`src/hdl/cma_pkg.sv`:
```
package cma_pkg;

  // field formats
  localparam int unsigned SYM_TABLE   = 24;
  localparam int unsigned SYM_OPS_DEF = 24;
  localparam int unsigned OPW         = 18;
  localparam int unsigned SUMW        = 38;
  localparam int unsigned TAB_IDX_W   = 5;

  localparam logic [30:0] W_ONE      = 31'h4000_0000;
  localparam logic [15:0] ANGLE_MAX  = 16'd46080;
  localparam logic [24:0] DEG90      = 25'd5898240;
  localparam logic [4:0]  CORDIC_LAST = 5'd16;
  localparam logic [15:0] THRESH_RST = 16'd3840;

  // register indexes
  localparam logic REG_THRESH = 1'b0;

  // symmetry constants in Q.15
  localparam logic signed [17:0] QO  = 18'sd32768;
  localparam logic signed [17:0] QR  = 18'sd23170;
  localparam logic signed [17:0] QH  = 18'sd16384;
  localparam logic signed [17:0] QNR = -18'sd23170;
  localparam logic signed [17:0] QNH = -18'sd16384;
  localparam logic signed [17:0] QZ  = 18'sd0;

  typedef struct packed {
    logic signed [15:0] first_w;
    logic signed [15:0] first_x;
    logic signed [15:0] first_y;
    logic signed [15:0] first_z;
    logic signed [15:0] second_w;
    logic signed [15:0] second_x;
    logic signed [15:0] second_y;
    logic signed [15:0] second_z;
  } cma_in_t;

  typedef struct packed {
    logic [15:0] angle_degrees;
    logic        is_low_angle;
  } cma_out_t;

  typedef enum logic [1:0] {
    OP_NONE,
    OP_ROT,
    OP_PAIR,
    OP_SQR
  } dot_op_e;

  // travels with each operation through the shared unit
  typedef struct packed {
    dot_op_e                op;
    logic                   side;
    logic [TAB_IDX_W-1:0]   idx;
    logic [1:0]             comp;
  } dot_tag_t;

  typedef enum logic [3:0] {
    S_IDLE,
    S_ROT,
    S_GAP,
    S_PAIR,
    S_SAT,
    S_SQR,
    S_SQW,
    S_GO,
    S_ACOS,
    S_OUT
  } cma_state_e;

  typedef enum logic [1:0] {
    A_IDLE,
    A_ROOT,
    A_CORD,
    A_DONE
  } acos_state_e;

  typedef struct packed {
    logic        done;
    logic [15:0] angle;
  } acos_stat_t;

  // cubic symmetry rotation as {w, x, y, z}
  function automatic logic [4*OPW-1:0] sym_row(logic [TAB_IDX_W-1:0] idx);
    logic [4*OPW-1:0] r;
    unique case (idx)
      5'd0:    r = {QO, QZ, QZ, QZ};
      5'd1:    r = {QZ, QO, QZ, QZ};
      5'd2:    r = {QR, QR, QZ, QZ};
      5'd3:    r = {QR, QNR, QZ, QZ};
      5'd4:    r = {QZ, QZ, QO, QZ};
      5'd5:    r = {QZ, QZ, QZ, QO};
      5'd6:    r = {QZ, QZ, QR, QNR};
      5'd7:    r = {QZ, QZ, QR, QR};
      5'd8:    r = {QR, QZ, QZ, QNR};
      5'd9:    r = {QH, QH, QH, QNH};
      5'd10:   r = {QZ, QR, QR, QZ};
      5'd11:   r = {QH, QNH, QNH, QNH};
      5'd12:   r = {QR, QZ, QZ, QR};
      5'd13:   r = {QH, QH, QNH, QH};
      5'd14:   r = {QZ, QR, QNR, QZ};
      5'd15:   r = {QH, QNH, QH, QH};
      5'd16:   r = {QR, QZ, QR, QZ};
      5'd17:   r = {QH, QH, QH, QH};
      5'd18:   r = {QZ, QR, QZ, QR};
      5'd19:   r = {QH, QNH, QH, QNH};
      5'd20:   r = {QR, QZ, QNR, QZ};
      5'd21:   r = {QH, QH, QNH, QNH};
      5'd22:   r = {QZ, QR, QZ, QNR};
      5'd23:   r = {QH, QNH, QNH, QH};
      default: r = {QO, QZ, QZ, QZ};
    endcase
    return r;
  endfunction

  // arctan(2^-k) in degrees, Q.16
  function automatic logic [24:0] atan_deg(logic [4:0] k);
    logic [24:0] a;
    unique case (k)
      5'd0:    a = 25'd2949120;
      5'd1:    a = 25'd1740967;
      5'd2:    a = 25'd919879;
      5'd3:    a = 25'd466945;
      5'd4:    a = 25'd234379;
      5'd5:    a = 25'd117305;
      5'd6:    a = 25'd58666;
      5'd7:    a = 25'd29335;
      5'd8:    a = 25'd14668;
      5'd9:    a = 25'd7334;
      5'd10:   a = 25'd3667;
      5'd11:   a = 25'd1833;
      5'd12:   a = 25'd917;
      5'd13:   a = 25'd458;
      5'd14:   a = 25'd229;
      5'd15:   a = 25'd115;
      5'd16:   a = 25'd57;
      default: a = 25'd0;
    endcase
    return a;
  endfunction

endpackage

```
`src/hdl/cma_acos.sv`:
```
module cma_acos import cma_pkg::*; (
  input  logic        clk_i,
  input  logic        rst_ni,
  input  logic        start_i,
  input  logic [30:0] w_i,
  input  logic [60:0] v_i,
  output acos_stat_t  stat_o
);

  acos_state_e state_q, state_d;

  logic [60:0]        rem_q, rem_d;
  logic [61:0]        res_q, res_d;
  logic [60:0]        bit_q, bit_d;
  logic signed [33:0] x_q, x_d, y_q, y_d;
  logic signed [24:0] acc_q, acc_d;
  logic [4:0]         k_q, k_d;

  logic [61:0]        trial;
  logic [61:0]        res_next;
  logic signed [33:0] xs, ys;
  logic [24:0]        acc_sat;
  logic [24:0]        acc_rnd;
  logic [15:0]        angle;

  // one square root step and one cordic step per cycle
  always_comb begin
    state_d = state_q;
    rem_d   = rem_q;
    res_d   = res_q;
    bit_d   = bit_q;
    x_d     = x_q;
    y_d     = y_q;
    acc_d   = acc_q;
    k_d     = k_q;
    trial   = res_q + 62'(bit_q);
    if (62'(rem_q) >= trial) begin
      res_next = (res_q >> 1) + 62'(bit_q);
    end else begin
      res_next = res_q >> 1;
    end
    xs = x_q >>> k_q;
    ys = y_q >>> k_q;
    unique case (state_q)
      A_IDLE: begin
        if (start_i) begin
          rem_d   = v_i;
          res_d   = '0;
          bit_d   = 61'(1) << 60;
          state_d = A_ROOT;
        end
      end
      A_ROOT: begin
        if (62'(rem_q) >= trial) begin
          rem_d = 61'(62'(rem_q) - trial);
        end
        res_d = res_next;
        bit_d = bit_q >> 2;
        if (bit_q[0]) begin
          x_d     = $signed({3'b000, w_i});
          y_d     = $signed({3'b000, res_next[30:0]});
          acc_d   = '0;
          k_d     = '0;
          state_d = A_CORD;
        end
      end
      A_CORD: begin
        if (!y_q[33]) begin
          x_d   = x_q + ys;
          y_d   = y_q - xs;
          acc_d = acc_q + $signed(atan_deg(k_q));
        end else begin
          x_d   = x_q - ys;
          y_d   = y_q + xs;
          acc_d = acc_q - $signed(atan_deg(k_q));
        end
        k_d = k_q + 5'd1;
        if (k_q == CORDIC_LAST) begin
          state_d = A_DONE;
        end
      end
      A_DONE: begin
        state_d = A_IDLE;
      end
      default: state_d = A_IDLE;
    endcase
  end

  always_ff @(posedge clk_i or negedge rst_ni) begin
    if (!rst_ni) begin
      state_q <= A_IDLE;
    end else begin
      state_q <= state_d;
    end
  end

  always_ff @(posedge clk_i) begin
    rem_q <= rem_d;
    res_q <= res_d;
    bit_q <= bit_d;
    x_q   <= x_d;
    y_q   <= y_d;
    acc_q <= acc_d;
    k_q   <= k_d;
  end

  // clamp to 0..90 degrees, double and round to Q8.8
  always_comb begin
    if (acc_q[24]) begin
      acc_sat = '0;
    end else if ($unsigned(acc_q) > DEG90) begin
      acc_sat = DEG90;
    end else begin
      acc_sat = $unsigned(acc_q);
    end
    acc_rnd = acc_sat + 25'd64;
    angle   = (acc_rnd[22:7] > ANGLE_MAX) ? ANGLE_MAX : acc_rnd[22:7];
  end

  assign stat_o.done  = (state_q == A_DONE);
  assign stat_o.angle = angle;

endmodule

```
`config.mk`:
```
export PLATFORM = sky130hd
export DESIGN_NAME = cma_acos
export DESIGN_NICKNAME = d
export VERILOG_FILES = /design/src/hdl/cma_pkg.sv /design/src/hdl/cma_acos.sv
export SDC_FILE = /design/constraint.sdc
export NUM_CORES = 1
export LEC_CHECK = 0
export ABC_CLOCK_PERIOD_IN_PS = 13800
export BUFFER_PORTS_ARGS = -buffer_cell sky130_fd_sc_hd__buf_4
export CAP_MARGIN = 20
export CORE_MARGIN = 8
export CORE_UTILIZATION = 40
export CTS_CLUSTER_DIAMETER = 120
export DETAILED_ROUTE_END_ITERATION = 8
export GPL_ROUTABILITY_DRIVEN = 0
export PLACE_DENSITY = 0.54
export SYNTH_ARGS = -nofsm -noshare
export SYNTH_HDL_FRONTEND = slang
export SYNTH_SLANG_ARGS = --single-unit
export TNS_END_PERCENT = 30
```
`constraint.sdc`:
```
create_clock -name clk_i -period 13.8 [get_ports clk_i]
set_clock_uncertainty 0.1 [all_clocks]
set_input_delay 1.38 -clock clk_i [delete_from_list [all_inputs] [get_ports clk_i]]
set_output_delay 1.38 -clock clk_i [all_outputs]
set_load 0.01 [all_outputs]
```
# Word-level counts from Yosys, hierarchy flattened
# Memory sizes are Yosys's and may differ from the RTL's. A register that Yosys moved wholly into a read port is not among the register bits.
# Cells that the tools add are included.
[classes] addsub=11 magnitude_cmp=3 eq_ne=8 shift=2 n_mux=32 reduce_logical=7
[op_table] op="61-bit case mux with 2 select lines" n=2
[op_table] op="61-bit two-way mux" n=3
[op_table] op="25-bit two-way mux" n=6
[op_table] op="34-bit two-way mux" n=4
[op_table] op="34-bit case mux with 2 select lines" n=2
[op_table] op="62-bit two-way mux" n=2
[op_table] op="62-bit case mux with 2 select lines" n=1
[op_table] op="34-bit adder" n=2
[op_table] op="34-bit by 5-bit >>> shifter with 34-bit output" n=2
[op_table] op="34-bit subtractor" n=2
[op_table] op="61-bit by 61-bit adder with 62-bit output" n=1
[op_table] op="62-bit by 61-bit adder with 62-bit output" n=1
[op_table] op="61-bit by 62-bit >= comparator with 1-bit output" n=1
[op_table] op="61-bit subtractor" n=1
[op_table] op="25-bit case mux with 2 select lines" n=1
[op_table] op="23-bit two-way mux" n=2
[op_table] op="25-bit adder" n=1
[op_table] op="25-bit by 23-bit > comparator with 1-bit output (second input constant)" n=1
[op_table] op="25-bit subtractor" n=1
[op_table] op="23-bit by 7-bit adder with 23-bit output (second input constant)" n=1
[op_table] op="16-bit > comparator (second input constant)" n=1
[op_table] op="16-bit two-way mux" n=1
[op_table] op="5-bit two-way mux" n=3
[op_table] op="5-bit case mux with 2 select lines" n=1
[op_table] op="11 further kinds" n=20
[word_totals] register_bits=284 romBits=1408 input_bits=95 output_inout_bits=17 mem_count=2
[memory_table] name="(name not given)" words=32 word_bits=22 rd=1 rd_ports_with_merged_regs=1 write_ports=0 line="cma_pkg.sv:119" source="unique case (k)"
[memory_table] name="(name not given)" words=32 word_bits=22 rd=1 rd_ports_with_merged_regs=1 write_ports=0 line="cma_pkg.sv:119"

# Logic depth before layout (Yosys ltp)
[depth] ltp_word=6 mapped_depth=30

# Least setup slack after synthesis
# Ideal clock, no wire load.
[synth_path] path_kind="reg2reg" from="register state_q[1]" to="register rem_q[0] (enable)" arrival_ns=9.212 path_slack_ns=4.065 stages_incl_launch_ff=6 path_cell_list="dfrtp_1 > inv_1 > ha_1 > inv_1 > o21ai_0 > o21a_1"
[synth_between] elab_chain_cells=3 word_cells_on_any_way=6
[synth_lines] element="start: declaration" line="cma_acos.sv:10" source="acos_state_e state_q, state_d;"
[synth_lines] element="start signal: assignment" line="cma_acos.sv:93" source="state_q <= state_d;"
[synth_lines] element="2-bit by 1-bit == test with 1-bit output / 2-bit logical NOT (equally long branches)" line="cma_acos.sv:44" source="unique case (state_q)"
[synth_lines] element="2-bit inequality test (no source line) / 2-bit nonzero test (equally long branches)"
[synth_lines] element="3-bit AND reduction (no source line) (*)"
[synth_lines] element="end signal: assignment" line="cma_acos.sv:98" source="rem_q <= rem_d;"
[synth_lines] element="end: declaration" line="cma_acos.sv:12" source="logic [60:0] rem_q, rem_d;"
# Every way passes the cells marked *; elsewhere a longest branch is shown, timed or not.
# A chain may end at the register's enable or synchronous reset.

# Final worst setup path
[layout_path] from="register res_q[16]" to="register rem_q[3] (enable)"
[layout_between] elab_chain_cells=4
[layout_lines] element="start: declaration" line="cma_acos.sv:13" source="logic [61:0] res_q, res_d;"
[layout_lines] element="start signal: assignment" line="cma_acos.sv:99" source="res_q <= res_d;"
[layout_lines] element="62-bit by 61-bit adder with 62-bit output" line="cma_acos.sv:36" source="trial = res_q + 62'(bit_q);"
[layout_lines] element="61-bit by 62-bit >= comparator with 1-bit output" line="cma_acos.sv:54" source="if (62'(rem_q) >= trial) begin"
[layout_lines] element="2-bit inequality test (no source line)"
[layout_lines] element="3-bit AND reduction (no source line)"
# No other way between the ends.

==> flow_metrics.py <==
metrics = {
    "floorplanning": {
        "die_area_sq_um": 83700,
        "boundaryPins": 112,
        "initial_utilization_pct": 40.3,
        "rows": 100,
        "die_x_um": 289,
        "core_sq_um": 74200,
        "die_h_um": 289,
    },
    "timing": {
        "worst_pin_slew_ns": 1.07,
        "rsz0062_at_grt": "no",
        "tns_ns": 0,
        "finalHoldViolations": 0,
        "period_share_pct": 64.0,
        "setup_violations": 0,
        "slew_violations": 0,
        "fin_crit_ns": 8.83,
        "fmax_mhz": 113,
        "relSlewSlack_pct": 28.7,
    },
    "final_layout": {
        "synthToLayoutAreaGrowth_pct": 9.90,
        "num-fill-cells": 7269,
        "nets": 3724,
        "drive_gt1_share_pct": 13.4,
        "final_cell_area_sq_um": 32800,
        "num_antenna_cells": 0,
    },
    "synth": {
        "syn_inst": 3358,
        "ys.flop_type": "edfxtp_1",
        "synth.most_common_cell": "nor2_1",
        "syn_nets": 3689,
        "synth.avg_cell_area_sq_um": 8.89,
        "synth-seq-area-share_pct": 27.0,
        "synth_area_leaders": "edfxtp_1 (25%), ha_1 (9.7%), mux4_2 (6.6%)",
        "synthTopCellsByCount": "nor2_1 (336), nand2_1 (285), edfxtp_1 (252)",
        "synthDistinctLibCells": 90,
        "synth_area_sq_um": 29900,
        "yosysWarnings": 0,
        "synth_top_area_cell": "edfxtp_1",
        "synth_edf_count": 252,
        "synth_seq_cells": 276,
        "netlist.area_leader.share_pct": 25.3,
        "async_reset_ff_share_pct": 0.725,
    },
    "cts": {
        "holdBufCountCts": 0,
        "clockRootBuffer": "clkbuf_16",
        "cts_buffers": 39,
        "cts_setup_buffers": 0,
        "clock_sinks": 276,
        "cts_tree": "built",
        "cts_resized": 0,
        "ctsLongestPathBuffers": 3,
        "htree_levels": 2,
        "clk_pin_slew_worst_paths_ns": 0.05,
        "clk_latency_ns": 0.58,
    },
    "worst_setup_path": {
        "cp-start-kind": "flop",
        "crit_path_end_kind": "flop",
        "worstPathMaxFanout": 61,
        "crit_arrival_ns": 8.93,
        "crit_type": "reg -> reg",
        "cp_data_required_time_ns": 13.90,
    },
    "drt": {
        "wire_per_inst_um": 19.9,
        "dr.pass1.iters": 7,
        "first_iter_violations": 2083,
        "drcViolationCount": 0,
        "ant_nets": 0,
        "viasPerCell": 5.93,
        "vias": 26100,
        "totalWireLength_um": 87400,
    },
    "global_route": {
        "antenna_found_initial": 0,
        "grt_first_pass_wirelength_um": 139000,
        "grt_overflow": 0,
        "grt.total_usage_pct": 20.4,
        "grt_max_degree": 70,
        "grt_pass1_vias": 25500,
    },
    "place": {
        "place_area_sq_um": 31600,
        "dpl.hpwl_um": 65400,
        "io_buffers": 111,
    },
    "flow_run": {
        "drv_cap": 0,
    },
    "hold_path": {
        "min_path_type": "in -> async",
    },
    "outcome": {
        "outcome": "finished, final reports clean",
    },
}
critical path, stage by stage, from the launching register on:
cell	delay, ns
edfxtp_1	0.47
ha_1	0.39
a31oi_1	0.40
nand3_1	0.13
a211oi_1	0.60
o31ai_1	0.19
a31o_2	0.29
a31o_2	0.25
a31oi_1	0.32
o21ai_0	0.20
a31oi_1	0.23
nor2b_1	0.08
xnor2_1	0.14
ha_1	0.40
o21ai_0	0.15
a211oi_1	0.31
a2111oi_0	0.12
a22oi_1	0.19
nor2b_1	0.15
o21ai_0	0.18
a21boi_0	0.37
o211a_1	0.24
o21ai_1	0.11
buf_4	0.23
a21oi_4	0.77
buf_4	0.52
o21a_2	0.18
buf_4	0.61
area by class of cell:
cell class	instances	area [sq um]	area share [%]
Clock buffer	43	991	3.02
Clock inverter	27	256	0.781
Inverter	100	378	1.15
Multi-Input combinational cell	2837	20900	63.6
Sequential cell	276	8060	24.5
Tap cell	969	1210	3.69
Timing Repair Buffer	139	1040	3.18
path summary, 6_finish.rpt:
kind                            slack, ns    endpoint  depth (start not counted)      start
max in group asynchronous           13.02  state_q[0]                          1     rst_ni
worst min-delay path                 0.49  state_q[0]                          1     rst_ni
worst max-delay path                 4.97    rem_q[3]                         27  res_q[16]
worst max register to register       4.97    rem_q[3]                         27  res_q[16]
worst min register to register       0.50   bit_q[18]                          1  bit_q[20]
min in group clk_i                   0.50   bit_q[18]                          1  bit_q[20]
cell families after synthesis:
family                     Yosys count  synth area share [%]
muxes                              280                  13.6
and+or+nand+nor                   1070                  17.1
adders and majority gates          236                  9.99
buffers and inverters              245                  3.26
DFF                                276                  27.0
xor gates and xnor gates           310                  9.09
AOI/OAI and AO/OA                  941                  20.1
flip-flops by register name, summed over array words and instances, names as in the netlist, named ones only:
register  flops
k_q           5
acc_q        25
x_q          34
y_q          34
rem_q        61
bit_q        31
res_q        62
state_q       2
cell usage in the layout (no fill, tap or decap), types with 71 or more instances in the layout:
| cell | n |
|---|---|
| mux2_2 | 117 |
| edfxtp_1 | 252 |
| a21o_1 | 85 |
| xor2_1 | 126 |
| a21oi_1 | 244 |
| and2_1 | 71 |
| o21ai_0 | 205 |
| ha_1 | 230 |
| mux2i_1 | 75 |
| nor2_1 | 336 |
| nand2_1 | 285 |
| inv_1 | 93 |
| a31oi_1 | 81 |
| buf_4 | 139 |
| mux4_2 | 88 |
| xnor2_1 | 184 |
through the flow:
step	instances	worst slack (ns)	utilization (%)	hold WS [ns]
finish	4391	4.97	44.2	0.491
global route	4391	4.27	44.2	0.452
CTS	4390	5.05	44.2	0.448
detailed placement	4320	5.07	42.5	0.491
global placement	4320	5.08	42.5	0.482
floorplan	3358	4.06	-	0.461
routing by layer:
layer / vias to the layer above / global-route usage [%] / routed length (um)
li1: 12700 / - / -
met1: 12500 / 28.1 / 40600
met2: 694 / 33.1 / 39800
met3: 162 / 2.52 / 4200
met4: 0 / 6.82 / 2770
met5: - / 0 / 0
Power is not shown: default switching activity piles up to over one toggle a cycle in this logic, so the estimate is an artifact.
